<file path="config.mk">
export PLATFORM = sky130hd
export DESIGN_NAME = triangle_elevation_shade
export DESIGN_NICKNAME = d
export VERILOG_FILES = /design/src/design/tes_pkg.sv /design/src/design/tes_weight.sv /design/src/design/tes_divide.sv /design/src/design/tes_ramp.sv /design/src/design/triangle_elevation_shade.sv
export SDC_FILE = /design/constraint.sdc
export NUM_CORES = 2
export LEC_CHECK = 0
export ABC_CLOCK_PERIOD_IN_PS = 16200
export BUFFER_PORTS_ARGS = -buffer_cell sky130_fd_sc_hd__buf_2
export CORE_MARGIN = 4
export CORE_UTILIZATION = 25
export CTS_CLUSTER_DIAMETER = 60
export DETAILED_ROUTE_END_ITERATION = 7
export GPL_ROUTABILITY_DRIVEN = 0
export GPL_TIMING_DRIVEN = 0
export MAX_ROUTING_LAYER = met4
export PLACE_DENSITY_LB_ADDON = 0.1
export SLEW_MARGIN = 20
export SYNTH_ARGS = -nofsm -noshare
export SYNTH_HDL_FRONTEND = slang
export SYNTH_SLANG_ARGS = --single-unit
</file>
<file path="constraint.sdc">
create_clock -name clk -period 16.2 [get_ports clk]
set_input_delay 0.81 -clock clk [delete_from_list [all_inputs] [get_ports clk]]
set_output_delay 0.81 -clock clk [all_outputs]
set_load 0.005 [all_outputs]
</file>
<file path="src/design/tes_pkg.sv">
// Shared types, widths and ramp tables for the triangle elevation shader.
package tes_pkg;

  localparam int ELEV_W        = 16;
  localparam int TILE_W        = 6;
  localparam int MAX_TILE      = 32;
  localparam int COORD_W       = 5;
  localparam int S_W           = 6;
  localparam int SS_W          = 11;
  localparam int WGT_W         = 14;
  localparam int PROD_W        = ELEV_W + WGT_W;
  localparam int NUM_W         = 32;
  localparam int QBITS         = 15;
  localparam int DIV_W         = SS_W + QBITS;
  localparam int BITS_PER_STEP = 3;
  localparam int DIV_STEPS     = QBITS / BITS_PER_STEP;
  localparam int COLOUR_W      = 32;
  localparam int RAMP_N        = 16;

  localparam int W_STAGES = 2;
  localparam int D_STAGES = 1 + DIV_STEPS;
  localparam int NSTAGE   = W_STAGES + D_STAGES + 1;

  localparam int IN_DATA_W  = 64;
  localparam int OUT_DATA_W = 48;
  localparam int PADDR_W    = 3;

  localparam logic [TILE_W-1:0] TILE_RESET = 6'd4;

  // register index, taken from paddr[2]
  localparam logic REG_TILE_SIZE = 1'b0;

  localparam logic signed [ELEV_W-1:0] ELEV_MAX = 16'sh7FFF;
  localparam logic signed [ELEV_W-1:0] ELEV_MIN = 16'sh8000;

  localparam logic signed [ELEV_W-1:0] RAMP_LIMIT [RAMP_N] = '{
    -16'sd1000, -16'sd500, 16'sd0, 16'sd50, 16'sd250, 16'sd500, 16'sd750, 16'sd1000,
    16'sd1250, 16'sd1500, 16'sd1750, 16'sd2000, 16'sd2250, 16'sd2500, 16'sd2750,
    16'sd3000
  };

  localparam logic [COLOUR_W-1:0] RAMP_COLOUR [RAMP_N+1] = '{
    32'h000070FF, 32'h000088FF, 32'h0000A0FF, 32'h009000FF, 32'h009000FF,
    32'h10A008FF, 32'h18B010FF, 32'h20C018FF, 32'h30D018FF, 32'h40D818FF,
    32'h50E020FF, 32'h68C828FF, 32'h80B028FF, 32'h989828FF, 32'hB08030FF,
    32'hC07030FF, 32'hF0F0F0FF
  };

  typedef struct packed {
    logic signed [PROD_W-1:0] left;
    logic signed [PROD_W-1:0] right;
    logic signed [PROD_W-1:0] tip;
  } prod_t;

  typedef struct packed {
    logic [QBITS-1:0] quo;
    logic             neg;
    logic             ovf;
  } quot_t;

endpackage

</file>
<file path="src/design/tes_weight.sv">
// Barycentric weight stage and elevation-by-weight products.
module tes_weight (
  input  logic                                clk,
  input  logic [tes_pkg::W_STAGES-1:0]        en,
  input  logic [tes_pkg::S_W-1:0]             s,
  input  logic [tes_pkg::SS_W-1:0]            ss,
  input  logic signed [tes_pkg::ELEV_W-1:0]   elev_tip,
  input  logic signed [tes_pkg::ELEV_W-1:0]   elev_left,
  input  logic signed [tes_pkg::ELEV_W-1:0]   elev_right,
  input  logic [tes_pkg::COORD_W-1:0]         pixel_col,
  input  logic [tes_pkg::COORD_W-1:0]         pixel_row,
  output tes_pkg::prod_t                      prod
);

  logic [tes_pkg::S_W-2:0]     half;
  logic [tes_pkg::COORD_W:0]   col_p1;
  logic [tes_pkg::COORD_W:0]   row_p1;
  logic [10:0]                 tip_u;
  logic [11:0]                 right_a;
  logic [10:0]                 right_b;
  logic signed [tes_pkg::WGT_W-1:0] w_tip_c, w_right_c, w_left_c;

  logic signed [tes_pkg::WGT_W-1:0]  w_tip, w_right, w_left;
  logic signed [tes_pkg::ELEV_W-1:0] et, el, er;

  always_comb begin
    half      = s[tes_pkg::S_W-1:1];
    col_p1    = {1'b0, pixel_col} + 6'd1;
    row_p1    = {1'b0, pixel_row} + 6'd1;
    tip_u     = {6'd0, pixel_row} * {5'd0, s};
    right_a   = {6'd0, col_p1} * {6'd0, s};
    right_b   = {6'd0, half} * {5'd0, row_p1};
    w_tip_c   = $signed({3'b000, tip_u});
    w_right_c = $signed({2'b00, right_a}) - $signed({3'b000, right_b});
    w_left_c  = $signed({3'b000, ss}) - w_tip_c - w_right_c;
  end

  always_ff @(posedge clk) begin
    if (en[0]) begin
      w_tip   <= w_tip_c;
      w_right <= w_right_c;
      w_left  <= w_left_c;
      et      <= elev_tip;
      el      <= elev_left;
      er      <= elev_right;
    end
  end

  always_ff @(posedge clk) begin
    if (en[1]) begin
      prod.left  <= el * w_left;
      prod.right <= er * w_right;
      prod.tip   <= et * w_tip;
    end
  end

endmodule

</file>
<file path="src/design/tes_divide.sv">
// Blend sum, magnitude/overflow check and pipelined restoring divide by S*S.
module tes_divide (
  input  logic                           clk,
  input  logic [tes_pkg::D_STAGES-1:0]   en,
  input  logic [tes_pkg::SS_W-1:0]       ss,
  input  tes_pkg::prod_t                 prod,
  output tes_pkg::quot_t                 quot
);

  logic signed [tes_pkg::NUM_W-1:0] num;
  logic [tes_pkg::NUM_W-1:0]        nabs;
  logic [tes_pkg::NUM_W-1:0]        limit;

  logic [tes_pkg::DIV_W-1:0] rem0;
  logic                      neg0, ovf0;

  logic [tes_pkg::DIV_W-1:0] rem_q  [tes_pkg::DIV_STEPS];
  logic [tes_pkg::QBITS-1:0] quo_q  [tes_pkg::DIV_STEPS];
  logic                      neg_q  [tes_pkg::DIV_STEPS];
  logic                      ovf_q  [tes_pkg::DIV_STEPS];
  logic [tes_pkg::DIV_W-1:0] rem_next [tes_pkg::DIV_STEPS];
  logic [tes_pkg::QBITS-1:0] quo_next [tes_pkg::DIV_STEPS];

  always_comb begin
    num   = prod.left + prod.right + prod.tip;
    nabs  = num[tes_pkg::NUM_W-1] ? tes_pkg::NUM_W'(-num) : tes_pkg::NUM_W'(num);
    // anything at or past 32768*S*S saturates either way
    limit = {6'd0, ss, 15'd0};
  end

  always_ff @(posedge clk) begin
    if (en[0]) begin
      rem0 <= nabs[tes_pkg::DIV_W-1:0];
      neg0 <= num[tes_pkg::NUM_W-1];
      ovf0 <= (nabs >= limit);
    end
  end

  // three quotient bits per stage, most significant first
  always_comb begin
    logic [tes_pkg::DIV_W-1:0] r;
    logic [tes_pkg::DIV_W-1:0] d;
    logic [tes_pkg::QBITS-1:0] q;
    int                        pos;
    for (int j = 0; j < tes_pkg::DIV_STEPS; j++) begin
      if (j == 0) begin
        r = rem0;
        q = '0;
      end else begin
        r = rem_q[j-1];
        q = quo_q[j-1];
      end
      for (int b = 0; b < tes_pkg::BITS_PER_STEP; b++) begin
        pos = tes_pkg::QBITS - 1 - j * tes_pkg::BITS_PER_STEP - b;
        d   = {{tes_pkg::QBITS{1'b0}}, ss} << pos;
        if (r >= d) begin
          r      = r - d;
          q[pos] = 1'b1;
        end
      end
      rem_next[j] = r;
      quo_next[j] = q;
    end
  end

  always_ff @(posedge clk) begin
    for (int j = 0; j < tes_pkg::DIV_STEPS; j++) begin
      if (en[j+1]) begin
        rem_q[j] <= rem_next[j];
        quo_q[j] <= quo_next[j];
        if (j == 0) begin
          neg_q[j] <= neg0;
          ovf_q[j] <= ovf0;
        end else begin
          neg_q[j] <= neg_q[j-1];
          ovf_q[j] <= ovf_q[j-1];
        end
      end
    end
  end

  assign quot.quo = quo_q[tes_pkg::DIV_STEPS-1];
  assign quot.neg = neg_q[tes_pkg::DIV_STEPS-1];
  assign quot.ovf = ovf_q[tes_pkg::DIV_STEPS-1];

endmodule

</file>
<file path="src/design/tes_ramp.sv">
// Sign, saturation and colour ramp lookup into the output register.
module tes_ramp (
  input  logic                               clk,
  input  logic                               en,
  input  tes_pkg::quot_t                     quot,
  output logic [tes_pkg::COLOUR_W-1:0]       colour_rgba,
  output logic signed [tes_pkg::ELEV_W-1:0]  shade_elevation
);

  logic signed [tes_pkg::ELEV_W-1:0] e;
  logic [tes_pkg::COLOUR_W-1:0]      colour;

  always_comb begin
    if (quot.ovf) begin
      e = quot.neg ? tes_pkg::ELEV_MIN : tes_pkg::ELEV_MAX;
    end else if (quot.neg) begin
      e = -$signed({1'b0, quot.quo});
    end else begin
      e = $signed({1'b0, quot.quo});
    end
    // scan from the top threshold down so the lowest match wins
    colour = tes_pkg::RAMP_COLOUR[tes_pkg::RAMP_N];
    for (int i = tes_pkg::RAMP_N - 1; i >= 0; i--) begin
      if (e < tes_pkg::RAMP_LIMIT[i]) begin
        colour = tes_pkg::RAMP_COLOUR[i];
      end
    end
  end

  always_ff @(posedge clk) begin
    if (en) begin
      colour_rgba     <= colour;
      shade_elevation <= e;
    end
  end

endmodule

</file>
<file path="src/design/triangle_elevation_shade.sv">
// Top level: config register, stage valid/advance control and the shading pipeline.
//
// Shades one triangle-tile pixel per clock when the output is not stalled: every cycle a
// beat may enter, and each result passes nine register stages (weights, products, blend
// sum, five divider stages, ramp/output register). The depth is set by the divide by S*S,
// done as a pipelined restoring divider that resolves three quotient bits per stage. Each
// stage advances when it is empty or the stage after it moves, so s_tready drops only when
// every stage holds a pixel and the output beat is stalled. Write the tile edge register
// only while no pixel is in flight; the new size applies from the next beat.
module triangle_elevation_shade (
  input  logic                              clk,
  input  logic                              rst,
  // s_tdata: elev_tip[15:0], elev_left[31:16], elev_right[47:32],
  //          pixel_col[52:48], pixel_row[57:53], zero pad [63:58]
  input  logic                              s_tvalid,
  output logic                              s_tready,
  input  logic [tes_pkg::IN_DATA_W-1:0]     s_tdata,
  // m_tdata: colour_rgba[31:0], shade_elevation[47:32]
  output logic                              m_tvalid,
  input  logic                              m_tready,
  output logic [tes_pkg::OUT_DATA_W-1:0]    m_tdata,
  input  logic                              psel,
  input  logic                              penable,
  input  logic                              pwrite,
  input  logic [tes_pkg::PADDR_W-1:0]       paddr,
  input  logic [31:0]                       pwdata,
  output logic [31:0]                       prdata,
  output logic                              pready
);

  logic [tes_pkg::TILE_W-1:0] tile;
  logic [tes_pkg::SS_W-1:0]   ss;
  logic [tes_pkg::TILE_W-1:0] ts_c;
  logic [tes_pkg::S_W-1:0]    s;
  logic                       cfg_wr;

  logic [tes_pkg::NSTAGE-1:0] v;
  logic [tes_pkg::NSTAGE-1:0] adv;

  tes_pkg::prod_t  prod;
  tes_pkg::quot_t  quot;
  logic [tes_pkg::COLOUR_W-1:0]      colour_rgba;
  logic signed [tes_pkg::ELEV_W-1:0] shade_elevation;

  assign pready = 1'b1;
  assign cfg_wr = psel && penable && pwrite && pready && (paddr[2] == tes_pkg::REG_TILE_SIZE);
  assign prdata = {26'd0, tile};

  always_comb begin
    if (tile == '0) begin
      ts_c = 6'd1;
    end else if (tile > tes_pkg::TILE_W'(tes_pkg::MAX_TILE)) begin
      ts_c = tes_pkg::TILE_W'(tes_pkg::MAX_TILE);
    end else begin
      ts_c = tile;
    end
    s  = ts_c + 6'd1;
    ss = {5'd0, s} * {5'd0, s};
  end

  always_ff @(posedge clk) begin
    if (rst) begin
      tile <= tes_pkg::TILE_RESET;
    end else begin
      if (cfg_wr) begin
        tile <= pwdata[tes_pkg::TILE_W-1:0];
      end
    end
  end

  // a stage moves when it is empty or the next one moves
  always_comb begin
    adv[tes_pkg::NSTAGE-1] = !v[tes_pkg::NSTAGE-1] || m_tready;
    for (int k = tes_pkg::NSTAGE - 2; k >= 0; k--) begin
      adv[k] = !v[k] || adv[k+1];
    end
  end

  always_ff @(posedge clk) begin
    if (rst) begin
      v <= '0;
    end else begin
      if (adv[0]) begin
        v[0] <= s_tvalid;
      end
      for (int k = 1; k < tes_pkg::NSTAGE; k++) begin
        if (adv[k]) begin
          v[k] <= v[k-1];
        end
      end
    end
  end

  assign s_tready = adv[0];
  assign m_tvalid = v[tes_pkg::NSTAGE-1];
  assign m_tdata  = {shade_elevation, colour_rgba};

  tes_weight u_weight (
    .clk        (clk),
    .en         (adv[tes_pkg::W_STAGES-1:0]),
    .s          (s),
    .ss         (ss),
    .elev_tip   (s_tdata[15:0]),
    .elev_left  (s_tdata[31:16]),
    .elev_right (s_tdata[47:32]),
    .pixel_col  (s_tdata[52:48]),
    .pixel_row  (s_tdata[57:53]),
    .prod       (prod)
  );

  tes_divide u_divide (
    .clk  (clk),
    .en   (adv[tes_pkg::W_STAGES+tes_pkg::D_STAGES-1:tes_pkg::W_STAGES]),
    .ss   (ss),
    .prod (prod),
    .quot (quot)
  );

  tes_ramp u_ramp (
    .clk             (clk),
    .en              (adv[tes_pkg::NSTAGE-1]),
    .quot            (quot),
    .colour_rgba     (colour_rgba),
    .shade_elevation (shade_elevation)
  );

`ifndef SYNTHESIS
  a_ready_when_out_empty: assert property (@(posedge clk) disable iff (rst)
    !m_tvalid |-> s_tready)
    else $error("input stalled while output register empty");

  a_accept_fills_stage: assert property (@(posedge clk) disable iff (rst)
    s_tvalid && s_tready |=> v[0])
    else $error("accepted beat did not enter the first stage");

  a_tile_write: assert property (@(posedge clk) disable iff (rst)
    cfg_wr |=> tile == $past(pwdata[tes_pkg::TILE_W-1:0]))
    else $error("tile edge write lost");

  a_negative_colour: assert property (@(posedge clk) disable iff (rst)
    m_tvalid && shade_elevation < 0 |-> colour_rgba[31:16] == 16'h0000)
    else $error("negative elevation mapped outside the water colours");
`endif

endmodule

</file>
==> results by group <==
Timing
  – Clock skew: 0.0323 ns
  – F_max: ~0.065 GHz
  – Final worst path period share: 0.946
  – Final setup fails: 0
  – Setup_tns: 0 ns
  – Max-slew headroom: 0.264
  – RSZ-0062 raised after global routing: no
  – Worst hold slack: ~0.31 ns
  – Least-Margin Pin Slew: roughly 1.1 ns
  – Slew Limit Fails: 0
  – Worst Slack Setup Final: 0.875 ns
  – Hold Fails Final Rpt: 0
  – Final worst path period need: about 15 ns

Setup path
  – CP Capture Type: flip-flop
  – Kind of critical path: flip-flop to flip-flop
  – Crit path max fanout: 26
  – Required time of the worst setup path: ~17 ns
  – Slowest cell on crit path: clkbuf_1
  – Slowest Stage Delay on Critical Path: between 0.8 and 0.9 ns
  – Type of origin of the critical path: flip-flop
  – WP data arrival: between 15 and 20 ns

Floorplanning
  – Initial Util: 0.252
  – Core area: 220000 um^2
  – DIE WIDTH: 480 um
  – Rows: 172
  – Die area: about 230000 um^2
  – Die H: 480 um
  – Ports: approximately 190

Yosys
  – Post-synth top area share: 0.242
  – Synth Flop Type: edfxtp_1
  – Most frequent cell after synthesis: inv_1
  – Mean Syn Cell Area: roughly 9.4 um^2
  – Cells after Synth: about 5900
  – Ys Warns: 0
  – Mapped Area: 55600 um^2
  – Synth area leader: fa_1
  – Seq/Total Area, Yosys: 0.217
  – Top cells by area, synth: fa_1, edfxtp_1, ha_1
  – Post-synthesis cell type count: 115
  – Post-synth EDFFs: roughly 390
  – Commonest cells post-synth: inv_1, fa_1, nand2_1
  – FF+latch count, synth: just over 400
  – Synth async-reset ratio: 0

GRT
  – Total GRT Usage: 0.157
  – Initial antenna violation count: 9
  – Global route overflow: 0
  – Vias in the first global route: 43800
  – Largest net degree at the start of global routing: 55
  – First-pass GRT wire length: roughly 270000 um

Routing
  – Routed WL per cell: 19.1 um
  – DRC: 0
  – DRT antenna net count: 0
  – Pre-Repair DR Iteration Count: 5
  – DR vias/cell: 4.56
  – Iteration-0 DRC Markers: 1977
  – DRT Wirelength: roughly 170000 um
  – Detailed-route via count: between 40000 and 50000

CTS
  – CTS H-tree lvls: 3
  – TritonCTS buffer count: 70
  – Clock sinks: around 410
  – Clock latency on the worst-skew pair: just under 0.7 ns
  – CTS tree: done
  – Clk root buf: clkbuf_16
  – CTS Buffer Depth: 3
  – Worst-path clk slew: approximately 0.05 ns

Cells and area
  – Layout cell share with drive strength beyond 1: 0.0716
  – Net count, final: approximately 7400
  – Core Util, Final: 0.286
  – Filler instances: between 20000 and 25000
  – Area grow syn2layout: 13.2%
  – FF+latch area: between 10000 and 15000 um^2
  – Area occupied by multi-input gates: ~40000 um^2

Place
  – Detailed placer's ending HPWL: 146000 um
  – Post-place setup slack: -2.46 ns
  – Input/output buffers: approximately 110

Job
  – Max-cap violations: 0

Hold path
  – HP Class: primary input to flip-flop

Run status
  – Status: finished clean
[area by class of cell]
class | count | share of cell area
Antenna cell | 3 | 0.000119
Buffer | 211 | 0.0166
Clock buffer | 85 | 0.0287
Clock inverter | 42 | 0.00994
Inverter | 858 | 0.0513
Multi-Input combinational cell | 4461 | 0.629
Sequential cell | 406 | 0.191
Tap cell | 2958 | 0.0588
Timing Repair Buffer | 125 | 0.0139
[timing repair]
item,CTS,global route
gates resized for setup,13,13
gates cloned,0,0
hold buffers,0,0
endpoints found under the setup margin,79,62
pin swaps,2,1
buffers inserted,1,1
[layout by cell type, fill, tap and decap left out, types with 37 or more instances in the layout]
| cell | synthesis | final |
|---|---|---|
| inv_1 | 850 | 840 |
| fa_1 | 672 | 672 |
| nand2_1 | 599 | 596 |
| ha_1 | 486 | 485 |
| edfxtp_1 | 391 | 391 |
| nor2_1 | 341 | 340 |
| and2_1 | 320 | 320 |
| a21oi_1 | 292 | 291 |
| xnor2_1 | 258 | 257 |
| o21ai_0 | 188 | 185 |
| clkbuf_1 | 148 | 151 |
| buf_2 | 9 | 117 |
| xor2_1 | 113 | 112 |
| a21o_1 | 90 | 90 |
| nand3_1 | 86 | 84 |
| nand2b_1 | 84 | 84 |
| nor3_1 | 78 | 78 |
| clkbuf_16 | 0 | 70 |
| buf_4 | 49 | 53 |
| nor2b_1 | 51 | 51 |
| o21bai_1 | 50 | 50 |
| conb_1 | 2 | 46 |
| a31oi_1 | 45 | 45 |
| nand4_1 | 44 | 44 |
| or3_1 | 37 | 37 |
| mux2i_1 | 37 | 37 |
[state kept, by name, indices dropped and copies added (netlist names), 5 cells and up]
signal                  cells
u_ramp.colour_rgba         15
u_weight.el                16
u_divide.neg_q              5
u_divide.ovf_q              5
tile                        6
u_divide.rem_q            104
u_weight.er                16
u_ramp.shade_elevation     16
u_weight.w_left            14
u_weight.prod              87
u_divide.rem0              26
u_divide.quo_q             45
u_weight.et                16
v                           9
u_weight.w_right           13
u_weight.w_tip             11
[path summary, 6_finish.rpt]
check             depth (start not counted)                     to                   from  slack (ns)
setup / recovery                         51  u_divide.rem_q[0][99]                tile[2]        0.87
hold / removal                            1         u_weight.et[1]             s_tdata[1]        0.31
setup reg to reg                         51  u_divide.rem_q[0][99]                tile[2]        0.87
hold reg to reg                           0  u_divide.quo_q[0][43]  u_divide.quo_q[0][28]        0.41
[metrics by stage]
stage	cell area, um^2	instances
final	62900	9149
after global routing	62900	9147
after CTS	62900	9147
after detailed placement	60400	9020
after global placement	60000	9005
after floorplan	55800	5939
[cell families after synthesis]
family          Yosys count  share of synthesized area
compound gates          973                      0.114
xor+xnor                374                     0.0597
fa+ha+maj              1169                      0.353
buf+inv                1072                     0.0765
flops                   406                      0.217
mux                      77                     0.0156
other cells               2                   0.000135
simple gates           1822                      0.164
[worst max-delay path: cells and delay by family, from the launching register on]
| kind | cells | cell delay (ns) |
|---|---|---|
| adders and majority gates | 8 | 3.00 |
| DFF | 1 | 0.45 |
| and+or+nand+nor | 17 | 3.98 |
| AOI/OAI and AO/OA | 10 | 2.12 |
| xor gates and xnor gates | 2 | 0.32 |
| buffers and inverters | 14 | 5.14 |
[layer usage]
metal | global-route usage | routed length, um | share of wire
met2 | 0.274 | 88800 | 0.51
met1 | 0.194 | 76500 | 0.44
met3 | 0.0171 | 5020 | 0.029
met4 | 0.0374 | 4200 | 0.024
met5 | - | 0 | 0
Power is left out: the tool's default activity adds up to more than one toggle a clock period on the data nets, which glitch-free logic cannot reach.
